## src/design/cce_pkg.sv

```systemverilog
`default_nettype none

package cce_pkg;

  // Register indexes on the configuration port.
  localparam int unsigned CFG_INDEX_W = 3;
  localparam int unsigned CFG_DATA_W  = 64;
  localparam int unsigned CRC_W       = 64;

  localparam logic [CFG_INDEX_W-1:0] REG_WIDTH_BYTES        = 3'd0;
  localparam logic [CFG_INDEX_W-1:0] REG_POLYNOMIAL         = 3'd1;
  localparam logic [CFG_INDEX_W-1:0] REG_INIT_VALUE         = 3'd2;
  localparam logic [CFG_INDEX_W-1:0] REG_REFLECT_IN         = 3'd3;
  localparam logic [CFG_INDEX_W-1:0] REG_REFLECT_OUT        = 3'd4;
  localparam logic [CFG_INDEX_W-1:0] REG_XOR_OUT            = 3'd5;
  localparam logic [CFG_INDEX_W-1:0] REG_REGISTER_REFLECTED = 3'd6;

  // Reset values of the configuration (standard CRC-32).
  localparam logic [3:0]       RST_WIDTH_BYTES = 4'd4;
  localparam logic [CRC_W-1:0] RST_POLYNOMIAL  = 64'h0000_0000_04C1_1DB7;
  localparam logic [CRC_W-1:0] RST_INIT_VALUE  = 64'h0000_0000_FFFF_FFFF;
  localparam logic [CRC_W-1:0] RST_XOR_OUT     = 64'h0000_0000_FFFF_FFFF;

  // Current configuration as seen by the datapath.
  typedef struct packed {
    logic [3:0]       width_bytes;
    logic [CRC_W-1:0] polynomial;
    logic [CRC_W-1:0] init_value;
    logic             reflect_in;
    logic             reflect_out;
    logic [CRC_W-1:0] xor_out;
    logic             register_reflected;
  } cfg_t;

endpackage

`default_nettype wire

```

## src/design/cce_if.sv

```systemverilog
`default_nettype none

// Byte stream into the engine.
interface cce_byte_if;
  logic       valid;
  logic       ready;
  logic [7:0] data_byte;
  logic       last_byte;

  modport source (output valid, output data_byte, output last_byte, input ready);
  modport sink   (input valid, input data_byte, input last_byte, output ready);
endinterface

// Finished CRC values out of the engine.
interface cce_crc_if;
  logic                       valid;
  logic                       ready;
  logic [cce_pkg::CRC_W-1:0]  crc_value;

  modport source (output valid, output crc_value, input ready);
  modport sink   (input valid, input crc_value, output ready);
endinterface

`default_nettype wire

```

## src/design/cce_cfg_regs.sv

```systemverilog
`default_nettype none

module cce_cfg_regs (
  input  wire logic                             clk,
  input  wire logic                             rst,
  input  wire logic                             cfg_write_en,
  input  wire logic [cce_pkg::CFG_INDEX_W-1:0]  cfg_index,
  input  wire logic [cce_pkg::CFG_DATA_W-1:0]   cfg_data,
  output cce_pkg::cfg_t                         cfg
);

  // Register file: one write per cycle, indexes beyond the list are ignored.
  always_ff @(posedge clk) begin
    if (rst) begin
      cfg.width_bytes        <= cce_pkg::RST_WIDTH_BYTES;
      cfg.polynomial         <= cce_pkg::RST_POLYNOMIAL;
      cfg.init_value         <= cce_pkg::RST_INIT_VALUE;
      cfg.reflect_in         <= 1'b1;
      cfg.reflect_out        <= 1'b1;
      cfg.xor_out            <= cce_pkg::RST_XOR_OUT;
      cfg.register_reflected <= 1'b0;
    end else if (cfg_write_en) begin
      unique case (cfg_index)
        cce_pkg::REG_WIDTH_BYTES:        cfg.width_bytes        <= cfg_data[3:0];
        cce_pkg::REG_POLYNOMIAL:         cfg.polynomial         <= cfg_data;
        cce_pkg::REG_INIT_VALUE:         cfg.init_value         <= cfg_data;
        cce_pkg::REG_REFLECT_IN:         cfg.reflect_in         <= cfg_data[0];
        cce_pkg::REG_REFLECT_OUT:        cfg.reflect_out        <= cfg_data[0];
        cce_pkg::REG_XOR_OUT:            cfg.xor_out            <= cfg_data;
        cce_pkg::REG_REGISTER_REFLECTED: cfg.register_reflected <= cfg_data[0];
        default: ;
      endcase
    end
  end

endmodule

`default_nettype wire

```

## src/design/cce_step.sv

```systemverilog
`default_nettype none

module cce_step (
  input  wire cce_pkg::cfg_t                  cfg,
  input  wire logic [cce_pkg::CRC_W-1:0]      crc_state,
  input  wire logic                           in_message,
  input  wire logic [7:0]                     data_byte,
  output logic      [cce_pkg::CRC_W-1:0]      crc_next,
  output logic      [cce_pkg::CRC_W-1:0]      crc_result
);

  logic [3:0]                  width_clamped;
  logic [6:0]                  width_bits;
  logic [5:0]                  rev_shift;
  logic [5:0]                  top_idx;
  logic [cce_pkg::CRC_W-1:0]   mask;
  logic [cce_pkg::CRC_W-1:0]   poly;
  logic [cce_pkg::CRC_W-1:0]   init_left;
  logic [cce_pkg::CRC_W-1:0]   acc;
  logic [cce_pkg::CRC_W-1:0]   left_form;
  logic [cce_pkg::CRC_W-1:0]   shaped;
  logic                        din;
  logic                        fb;

  // Bit reverse within the CRC width: full reverse, then drop the unused low bits.
  function automatic logic [cce_pkg::CRC_W-1:0] rev_w(
    input logic [cce_pkg::CRC_W-1:0] v,
    input logic [5:0]                sh
  );
    logic [cce_pkg::CRC_W-1:0] r;
    for (int i = 0; i < cce_pkg::CRC_W; i++) begin
      r[i] = v[cce_pkg::CRC_W-1-i];
    end
    return r >> sh;
  endfunction

  // Width decode; zero acts as one byte, values above eight as eight.
  always_comb begin
    if (cfg.width_bytes == 4'd0) begin
      width_clamped = 4'd1;
    end else if (cfg.width_bytes > 4'd8) begin
      width_clamped = 4'd8;
    end else begin
      width_clamped = cfg.width_bytes;
    end
    width_bits = {width_clamped, 3'b000};
    rev_shift  = 6'(7'd64 - width_bits);
    top_idx    = 6'(width_bits - 7'd1);
    mask       = {cce_pkg::CRC_W{1'b1}} >> rev_shift;
    poly       = cfg.polynomial & mask;
    init_left  = cfg.init_value & mask;
  end

  // Eight unrolled XOR-shift steps, starting from the initial value on a new message.
  always_comb begin
    if (in_message) begin
      acc = crc_state & mask;
    end else if (cfg.register_reflected) begin
      acc = rev_w(init_left, rev_shift);
    end else begin
      acc = init_left;
    end
    din = 1'b0;
    fb  = 1'b0;
    for (int j = 0; j < 8; j++) begin
      din = cfg.reflect_in ? data_byte[j] : data_byte[7-j];
      if (cfg.register_reflected) begin
        fb  = acc[0] ^ din;
        acc = acc >> 1;
      end else begin
        fb  = acc[top_idx] ^ din;
        acc = (acc << 1) & mask;
      end
      if (fb) begin
        acc = acc ^ poly;
      end
    end
    crc_next = acc;
  end

  // Finish: back to left form, optional output reflection, then the final XOR.
  always_comb begin
    left_form  = cfg.register_reflected ? rev_w(acc, rev_shift) : acc;
    shaped     = cfg.reflect_out ? rev_w(left_form, rev_shift) : left_form;
    crc_result = (shaped ^ cfg.xor_out) & mask;
  end

endmodule

`default_nettype wire

```

## src/design/configurable_crc_engine.sv

```systemverilog
`default_nettype none

// Channel    Dir  Payload                     Transaction when
// byte_in    in   data_byte[7:0], last_byte   valid && ready
// crc_out    out  crc_value[63:0]             valid && ready
// cfg_*      in   cfg_index[2:0], cfg_data    cfg_write_en
//
// One byte per cycle sustained while no last byte waits on crc_out; a byte
// accepted on byte_in is processed by the eight-step XOR-shift datapath out of the
// input register, and a last byte's CRC is registered and offered on crc_out from then on.
// Reset (rst, synchronous) empties both registers and marks no message open.
// A CRC waiting on crc_out holds the next last byte in the input register, and
// byte_in stalls until that CRC leaves; other bytes never wait on crc_out.

module configurable_crc_engine (
  input  wire logic                             clk,
  input  wire logic                             rst,
  cce_byte_if.sink                              byte_in,
  cce_crc_if.source                             crc_out,
  input  wire logic                             cfg_write_en,
  input  wire logic [cce_pkg::CFG_INDEX_W-1:0]  cfg_index,
  input  wire logic [cce_pkg::CFG_DATA_W-1:0]   cfg_data
);

  cce_pkg::cfg_t              cfg;
  logic                       in_valid;
  logic [7:0]                 in_data;
  logic                       in_last;
  logic                       out_valid;
  logic [cce_pkg::CRC_W-1:0]  out_crc;
  logic [cce_pkg::CRC_W-1:0]  crc_reg;
  logic                       in_message;
  logic [cce_pkg::CRC_W-1:0]  crc_next;
  logic [cce_pkg::CRC_W-1:0]  crc_result;
  logic                       out_free;
  logic                       advance;

  cce_cfg_regs u_cfg (
    .clk          (clk),
    .rst          (rst),
    .cfg_write_en (cfg_write_en),
    .cfg_index    (cfg_index),
    .cfg_data     (cfg_data),
    .cfg          (cfg)
  );

  cce_step u_step (
    .cfg        (cfg),
    .crc_state  (crc_reg),
    .in_message (in_message),
    .data_byte  (in_data),
    .crc_next   (crc_next),
    .crc_result (crc_result)
  );

  // The held byte moves on unless it is a last byte facing an occupied result slot.
  assign out_free      = !out_valid || crc_out.ready;
  assign advance       = in_valid && (!in_last || out_free);
  assign byte_in.ready = !in_valid || advance;

  // Input register.
  always_ff @(posedge clk) begin
    if (rst) begin
      in_valid <= 1'b0;
    end else if (byte_in.ready) begin
      in_valid <= byte_in.valid;
    end
  end

  always_ff @(posedge clk) begin
    if (byte_in.ready && byte_in.valid) begin
      in_data <= byte_in.data_byte;
      in_last <= byte_in.last_byte;
    end
  end

  // CRC state; a last byte closes the message so the next one reloads the initial value.
  always_ff @(posedge clk) begin
    if (rst) begin
      in_message <= 1'b0;
    end else if (advance) begin
      in_message <= !in_last;
    end
  end

  always_ff @(posedge clk) begin
    if (advance) begin
      crc_reg <= crc_next;
    end
  end

  // Result register.
  always_ff @(posedge clk) begin
    if (rst) begin
      out_valid <= 1'b0;
    end else if (advance && in_last) begin
      out_valid <= 1'b1;
    end else if (crc_out.ready) begin
      out_valid <= 1'b0;
    end
  end

  always_ff @(posedge clk) begin
    if (advance && in_last) begin
      out_crc <= crc_result;
    end
  end

  assign crc_out.valid     = out_valid;
  assign crc_out.crc_value = out_crc;

  // A new result only ever comes from a last byte.
  a_result_from_last: assert property (@(posedge clk) disable iff (rst)
    (advance && in_last) |=> out_valid)
    else $error("result not presented after a last byte");

  a_message_closes: assert property (@(posedge clk) disable iff (rst)
    (advance && in_last) |=> !in_message)
    else $error("message still open after a last byte");

  a_message_opens: assert property (@(posedge clk) disable iff (rst)
    (advance && !in_last) |=> in_message)
    else $error("message not open after a middle byte");

  a_no_overwrite: assert property (@(posedge clk) disable iff (rst)
    (out_valid && !crc_out.ready) |-> !(advance && in_last))
    else $error("pending result overwritten");

endmodule

`default_nettype wire

```

## src/flat_wrapper.sv

```systemverilog
// flat-port wrapper written by rule: the top's interface ports become plain ports
module configurable_crc_engine_flat 
  (clk, rst, cfg_write_en, cfg_index, cfg_data, byte_in_valid, byte_in_data_byte, byte_in_last_byte, byte_in_ready, crc_out_valid, crc_out_crc_value, crc_out_ready);
  cce_byte_if byte_in_i ();
  cce_crc_if crc_out_i ();
  input  wire logic clk;
  input  wire logic rst;
  input  wire logic cfg_write_en;
  input  wire logic [cce_pkg::CFG_INDEX_W-1:0] cfg_index;
  input  wire logic [cce_pkg::CFG_DATA_W-1:0] cfg_data;
  input wire logic [$bits(byte_in_i.valid)-1:0] byte_in_valid;
  input wire logic [$bits(byte_in_i.data_byte)-1:0] byte_in_data_byte;
  input wire logic [$bits(byte_in_i.last_byte)-1:0] byte_in_last_byte;
  output wire logic [$bits(byte_in_i.ready)-1:0] byte_in_ready;
  output wire logic [$bits(crc_out_i.valid)-1:0] crc_out_valid;
  output wire logic [$bits(crc_out_i.crc_value)-1:0] crc_out_crc_value;
  input wire logic [$bits(crc_out_i.ready)-1:0] crc_out_ready;
  assign byte_in_i.valid = byte_in_valid;
  assign byte_in_i.data_byte = byte_in_data_byte;
  assign byte_in_i.last_byte = byte_in_last_byte;
  assign byte_in_ready = byte_in_i.ready;
  assign crc_out_valid = crc_out_i.valid;
  assign crc_out_crc_value = crc_out_i.crc_value;
  assign crc_out_i.ready = crc_out_ready;
  configurable_crc_engine u_core (.clk(clk), .rst(rst), .byte_in(byte_in_i), .crc_out(crc_out_i), .cfg_write_en(cfg_write_en), .cfg_index(cfg_index), .cfg_data(cfg_data));
endmodule
```

## config.mk

```make
export PLATFORM = sky130hd
export DESIGN_NAME = configurable_crc_engine_flat
export DESIGN_NICKNAME = d
export VERILOG_FILES = /design/src/design/cce_pkg.sv /design/src/design/cce_if.sv /design/src/design/cce_cfg_regs.sv /design/src/design/cce_step.sv /design/src/design/configurable_crc_engine.sv /design/src/flat_wrapper.sv
export SDC_FILE = /design/constraint.sdc
export NUM_CORES = 2
export LEC_CHECK = 0
export ABC_AREA = 1
export ABC_CLOCK_PERIOD_IN_PS = 11500
export BUFFER_PORTS_ARGS = -buffer_cell sky130_fd_sc_hd__buf_4
export CORE_MARGIN = 8
export CORE_UTILIZATION = 30
export CTS_BUF_LIST = sky130_fd_sc_hd__clkbuf_4 sky130_fd_sc_hd__clkbuf_8
export DETAILED_ROUTE_END_ITERATION = 10
export SLEW_MARGIN = 20
export SYNTH_ARGS = -nofsm -noshare
export SYNTH_HDL_FRONTEND = slang
export SYNTH_SLANG_ARGS = --single-unit
export TNS_END_PERCENT = 10
```

## constraint.sdc

```tcl
create_clock -name clk -period 11.5 [get_ports clk]
set_input_delay 2.3 -clock clk [delete_from_list [all_inputs] [get_ports clk]]
set_output_delay 2.3 -clock clk [all_outputs]
set_load 0.005 [all_outputs]
```

# After elaboration in Yosys (flattened, before gate mapping)
# Cells that the tools add are included.
# word_totals
register_bits	339
inputBits	81
word_cells	140
# op_classes
n_addsub	2
magnitude_cmp	2
eq_ne	6
shifts	4
mux	56
n_bitwise	37
reduce_logical	19
# ops
op	count
$mux 64	20
$and 64x64->64	12
$xor 64x64->64	9
$shr 64x6->64	3
$shr 64x6->64 const A	1
$bmux 1 s6	8
$mux 1	26
$xor 1x1->1	16
$reduce_and 2->1	7
$eq 3x3->1 const B	3
$lt 6x7->1 const B	1
$eq 3x2->1 const B	2
$mux 3	2
$sub 1x6->6 const A	1
$sub 6x1->6 const B	1
$gt 4x4->1 const B	1
$logic_not 4->1	1
$eq 3x1->1 const B	1
$logic_and 1x1->1	3
$logic_not 1->1	3
$logic_not 3->1	1
$logic_or 1x1->1	3
$reduce_bool 2->1	1

# Logic depth before layout (Yosys ltp)
# depth
depth_word	55
mapped_depth	118
mapped_depth_nobuf	105

# Modules after synthesis
# Synthesis repeated with hierarchy kept, for this count alone.
# unflattened
hier_cells	6136
area_unflattened_um2	36065.8
# modules_own_cells
mod	instances	cells_each	area_each_um2
cce_step	1	4916	24175.7
cce_cfg_regs	1	1061	7622.3
configurable_crc_engine	1	159	4267.8

# Least setup slack after synthesis
# OpenSTA, ideal clock, no wires.
# synth_path
kind	register to register
startpoint	register, netlist name u_core.u_cfg.cfg[195]
endpoint	register u_core.out_crc, in the netlist u_core.crc_out.crc_value[17] (data pin)
setup_ns	0.255
arrival_time_ns	11.064
t_required_ns	11.245
path_slack_ns	0.181
stages_incl_launch_ff	92
path_buffers	20
synth_period_minus_slack_ns	11.319
path_cell_list	dfxtp_1 -> o21bai_1 -> nand2_2 -> buf_2 -> buf_2 -> buf_2 -> buf_1 -> buf_2 -> buf_2 -> clkbuf_1 -> buf_2 -> buf_2 -> clkbuf_1 -> buf_1 -> ha_1 -> inv_1 -> ha_1 -> buf_4 -> (+56 left out) -> xor2_2 -> inv_1 -> o21a_1 -> xor2_1 -> nand2_1 -> nand3_1 -> nand2_1 -> nand2_1 -> nand2_1 -> inv_2 -> nand2_2 -> nand3_1 -> nand2_1 -> nand2_1 -> nand2_1 -> nand3_1 -> a21oi_1 -> nor2_1
# synth_between
elab_chain_cells	55
elab_cells_between_ends	91
# synth_lines
item	line_no	text
$gt 4x4->1	cce_step.sv:41	end else if (cfg.width_bytes > 4'd8) begin
$mux 3	cce_step.sv:41	
$mux 3 (*)	cce_step.sv:39	if (cfg.width_bytes == 4'd0) begin
$sub 1x6->6	cce_step.sv:47	rev_shift = 6'(7'd64 - width_bits);
$shr 64x6->64	cce_step.sv:49	mask = {cce_pkg::CRC_W{1'b1}} >> rev_shift;
$and 64x64->64	cce_step.sv:51	init_left = cfg.init_value & mask;
$shr 64x6->64	cce_step.sv:34	return r >> sh;
$mux 64	cce_step.sv:58	end else if (cfg.register_reflected) begin
(+40 left out)	-	
$mux 64	cce_step.sv:74	if (fb) begin
$shr 64x6->64	cce_step.sv:34	
$mux 64	cce_step.sv:83	left_form = cfg.register_reflected ? rev_w(acc, rev_shift) : acc;
$shr 64x6->64	cce_step.sv:34	
$mux 64	cce_step.sv:84	shaped = cfg.reflect_out ? rev_w(left_form, rev_shift) : left_form;
$xor 64x64->64	cce_step.sv:85	crc_result = (shaped ^ cfg.xor_out) & mask;
$and 64x64->64 (*)	cce_step.sv:85	
via u_core.crc_result, one bit	configurable_crc_engine.sv:34	logic [cce_pkg::CRC_W-1:0] crc_result;
end signal: assignment	configurable_crc_engine.sv:105	out_crc <= crc_result;
end: declaration	configurable_crc_engine.sv:30	logic [cce_pkg::CRC_W-1:0] out_crc;
# Mark *: on every way through the listed nets, which the timed path passes. The rest lies on a longest branch. The select of a mux whose other input is x is not followed.
# A chain may end at the register's enable or synchronous reset.

# Worst setup path after layout
# layout_path
startpoint	register, netlist name u_core.u_cfg.cfg[195]
endpoint	register u_core.out_crc, in the netlist u_core.crc_out.crc_value[31] (data pin)
# layout_between
elab_chain_cells	55
elab_cells_between_ends	91
# layout_lines
item	line_no
$gt 4x4->1	cce_step.sv:41
$mux 3	cce_step.sv:41
$mux 3 (*)	cce_step.sv:39
$sub 1x6->6	cce_step.sv:47
$shr 64x6->64	cce_step.sv:49
$and 64x64->64	cce_step.sv:51
$shr 64x6->64	cce_step.sv:34
$mux 64	cce_step.sv:58
(+40 left out)	-
$mux 64	cce_step.sv:74
$shr 64x6->64	cce_step.sv:34
$mux 64	cce_step.sv:83
$shr 64x6->64	cce_step.sv:34
$mux 64	cce_step.sv:84
$xor 64x64->64	cce_step.sv:85
$and 64x64->64 (*)	cce_step.sv:85
via u_core.crc_result, one bit	configurable_crc_engine.sv:34
# Marks and branches as above.

==> reports/metrics.cfg <==
[logic_synthesis]
synth_area_per_cell_um2=6.11
ys.warnings.count=0
asyncSetResetFlopFracSynth_pct=0
synthesis.nets=5849
number_of_enable_type_register_cells_in_the_synthesized_netlist=137
netlist_instances=5764
syn-cell-area_um2=35200
ys_ff_latch=339
synth.yosys.seq_area_share_pct=23.1
ys_dominant_reg_cell=sky130_fd_sc_hd__dfxtp_1
post_synth_num_cell_types=68

[critical_path]
required_ps=12010
cpPeakStageDelay_ps=320
critical_path_arrival_ps=11820
critical_path_class=reg -> reg
critPathBufInv=16
end_kind=register
timing.critical_path.mode_cell=sky130_fd_sc_hd__nand2_1
start_kind=register
worst_path_max_delay_cell=sky130_fd_sc_hd__dfxtp_2
worst-path-max-fanout=18
path_delay_family=simple AND/OR/NAND/NOR gates

[floorplan]
core_um2=116000
fp.dieW_um=359
floorplan.die.height_um=359
die-area_um2=129000
start_util_pct=30.3
io_pins=147
core.rowCount=125

[global_route]
grt_pass1_vias=41478
wire_length_of_the_first_global_routing_pass_mm=296
grtUsageTotal_pct=31.3
grt-ovfl-total=0
grt_start_max_net_pins=154
antenna_found_initial=9

[power]
worst_ir_drop_vdd_uv=130
power_density_nw_per_um2=269
power.leakage_nw=23.6

[place]
preCtsSetupSlack_ps=-550
io_buffer_count=146
routabilityCongestion=1.05
placed_cell_area_um2=44400
detailed_place_hpwl_mm=163

[final_layout]
finish.net_count=6791
utilization_pct=42.7
largest_register_ff_count=199
num-fill-cells=12500
layout-area-overhead-vs-synth_pct=41.1
drive_above_1_share_pct=30.9
final_area_um2=49700

[clock_network]
maximum_level_of_the_cts_h_tree=3
clock-sinks=339
worst_setup_hold_path_clk_slew_ps=60
cts_tree=yes
clock_latency_ps=730
post_cts_hold_buffer_count=0
clock_tree.root_cell=sky130_fd_sc_hd__clkbuf_8
clk_path_buf_depth=3
cts_inserted_buffers=67

[job]
max_cap_violations=0

[routing]
drt_drc_violations_left=0
antenna_left=0
drt_pass1_iterations=6
via_per_inst=5.45
wl_per_cell_um=25.9
drt_iter0_drc=5337
dr_total_vias=45220
routed_wl_mm=214

[timing]
final_setup_fails=0
finClkSkew_ps=64.3
hold_viol_final=0
tightest_slew_ps=1440
layout_min_cycle_time_ps=11320
fin_crit_share_pct=98.4
drv_slew=0
rsz0062_at_grt=true
postLayoutSetupSlackWorst_ps=184
timing.max_slew.rel_slack_pct=3.91
timing.hold.ws_ps=462
max_clock_freq_mhz=88.4

[worst_hold_path]
holdCritPathClass=reg -> reg

[status]
status=completed

-- synth_stat cells, drive strengths merged (4+ instances only) --
library cell | count | share of area [%]
nand2 | 2043 | 22
nand3 | 482 | 7.1
o21ai | 481 | 7.0
inv | 444 | 4.7
nor2 | 433 | 4.8
xor2 | 420 | 11
buf | 212 | 3.6
o22ai | 211 | 3.9
dfxtp | 202 | 11
clkbuf | 162 | 1.7
a21oi | 161 | 2.3
edfxtp | 137 | 12
mux2i | 67 | 2.0
o211ai | 53 | 1.1
xnor2 | 46 | 1.2
nand4 | 41 | 0.88
a22o | 30 | 0.75
or2 | 24 | 0.43
a22oi | 18 | 0.38
clkinv | 16 | 0.17
o21a | 13 | 0.28
a31oi | 9 | 0.16
a32o | 9 | 0.26
a21o | 7 | 0.16
and2 | 7 | 0.12
nand3b | 6 | 0.13
a211oi | 4 | 0.085
a32oi | 4 | 0.099
ha | 4 | 0.14
o31ai | 4 | 0.085
-- metrics by stage --
stage                     TNS (ps)  std cells  power (W)
final                            0       8295     0.0134
after CTS                        0       8199     0.0118
after floorplan                  0       5764    0.00576
after global placement      -16160       8057     0.0102
after detailed placement    -15550       8057     0.0102
after global routing        -10870       8284     0.0139
-- final timing paths --
check,startpoint,to,slack [ps],cells after the start
min,u_core.u_cfg.cfg[157],u_core.u_cfg.cfg[157],460,2
max,u_core.u_cfg.cfg[195],u_core.crc_out.crc_value[31],180,89
max reg2reg,u_core.u_cfg.cfg[195],u_core.crc_out.crc_value[31],180,89
min reg2reg,u_core.u_cfg.cfg[157],u_core.u_cfg.cfg[157],460,2
-- worst reg2reg max path: cells and delay by family (launching register included) --
kind	cells	cell delay [ps]
xor+xnor	4	820
fa+ha+maj	2	390
buf+inv	16	1940
flops	1	320
compound gates	6	940
simple gates	61	6770
-- final cells by class --
| cell class | instances | area, um^2 | area share (%) |
|---|---|---|---|
| antenna | 12 | 30.0 | 0.0604 |
| clock buffer | 97 | 1240 | 2.50 |
| sequential | 339 | 8160 | 16.4 |
| timing repair buffer | 1240 | 10200 | 20.5 |
| inverter | 460 | 1760 | 3.54 |
| multi-input combinational | 4598 | 26200 | 52.6 |
| clock inverter | 25 | 244 | 0.491 |
| tap | 1524 | 1910 | 3.83 |
-- placed cells by master, fill, tap and decap left out, types with 21 or more instances in the layout --
cell type and n:
sky130_fd_sc_hd__xor2_1 390, sky130_fd_sc_hd__o21ai_1 91, sky130_fd_sc_hd__nand2_1 1788, sky130_fd_sc_hd__clkbuf_8 82
sky130_fd_sc_hd__buf_4 1137, sky130_fd_sc_hd__o22ai_1 189, sky130_fd_sc_hd__xnor2_1 40, sky130_fd_sc_hd__nor2_2 30
sky130_fd_sc_hd__nand3_1 364, sky130_fd_sc_hd__o21ai_0 322, sky130_fd_sc_hd__nand3_2 100, sky130_fd_sc_hd__inv_2 85
sky130_fd_sc_hd__a21oi_2 28, sky130_fd_sc_hd__o21ai_2 53, sky130_fd_sc_hd__mux2i_1 63, sky130_fd_sc_hd__nand4_1 34
sky130_fd_sc_hd__buf_6 47, sky130_fd_sc_hd__dfxtp_1 199, sky130_fd_sc_hd__nor2_4 30, sky130_fd_sc_hd__inv_1 351
sky130_fd_sc_hd__buf_12 43, sky130_fd_sc_hd__nand2_4 57, sky130_fd_sc_hd__edfxtp_1 137, sky130_fd_sc_hd__o211ai_1 52
sky130_fd_sc_hd__xor2_2 29, sky130_fd_sc_hd__a21oi_1 131, sky130_fd_sc_hd__nor2_1 372, sky130_fd_sc_hd__o22ai_2 21
sky130_fd_sc_hd__a22o_1 30, sky130_fd_sc_hd__nand2_2 192
-- where the power goes --
group / switching (W) / internal [W]
Clock: 0.000631 / 0.000791
Sequential: 0.0000843 / 0.00149
Combinational: 0.00612 / 0.00425
Total: 0.00684 / 0.00653
-- layer usage --
layer	share of wire (%)	up-vias	global-route usage [%]
li1	-	20704	-
met1	42	21466	42.3
met2	41	2484	45.9
met3	9.6	560	5.74
met4	7.6	6	19.3
met5	0.022	-	0
-- cells by family (layout without fill, tap and decap cells) --
group                      Yosys count  in the layout  share of synthesized area [%]
other                                0             12                              0
xor gates and xnor gates           466            466                           11.7
buffers and inverters              834           1822                           10.2
AOI/OAI and AO/OA                 1017           1017                           17.0
DFF                                339            339                           23.1
muxes                               67             67                           2.00
and+or+nand+nor                   3037           3044                           35.8
adders and majority gates            4              4                          0.142
-- what timing repair did --
action                     4_1_cts  5_1_grt
buffers inserted                16       75
cloned                           4       11
setup endpoints to repair       64       64
pin swaps                       16      257
resized for setup               64      631
Note: power is estimated with default switching activity, not from simulation.
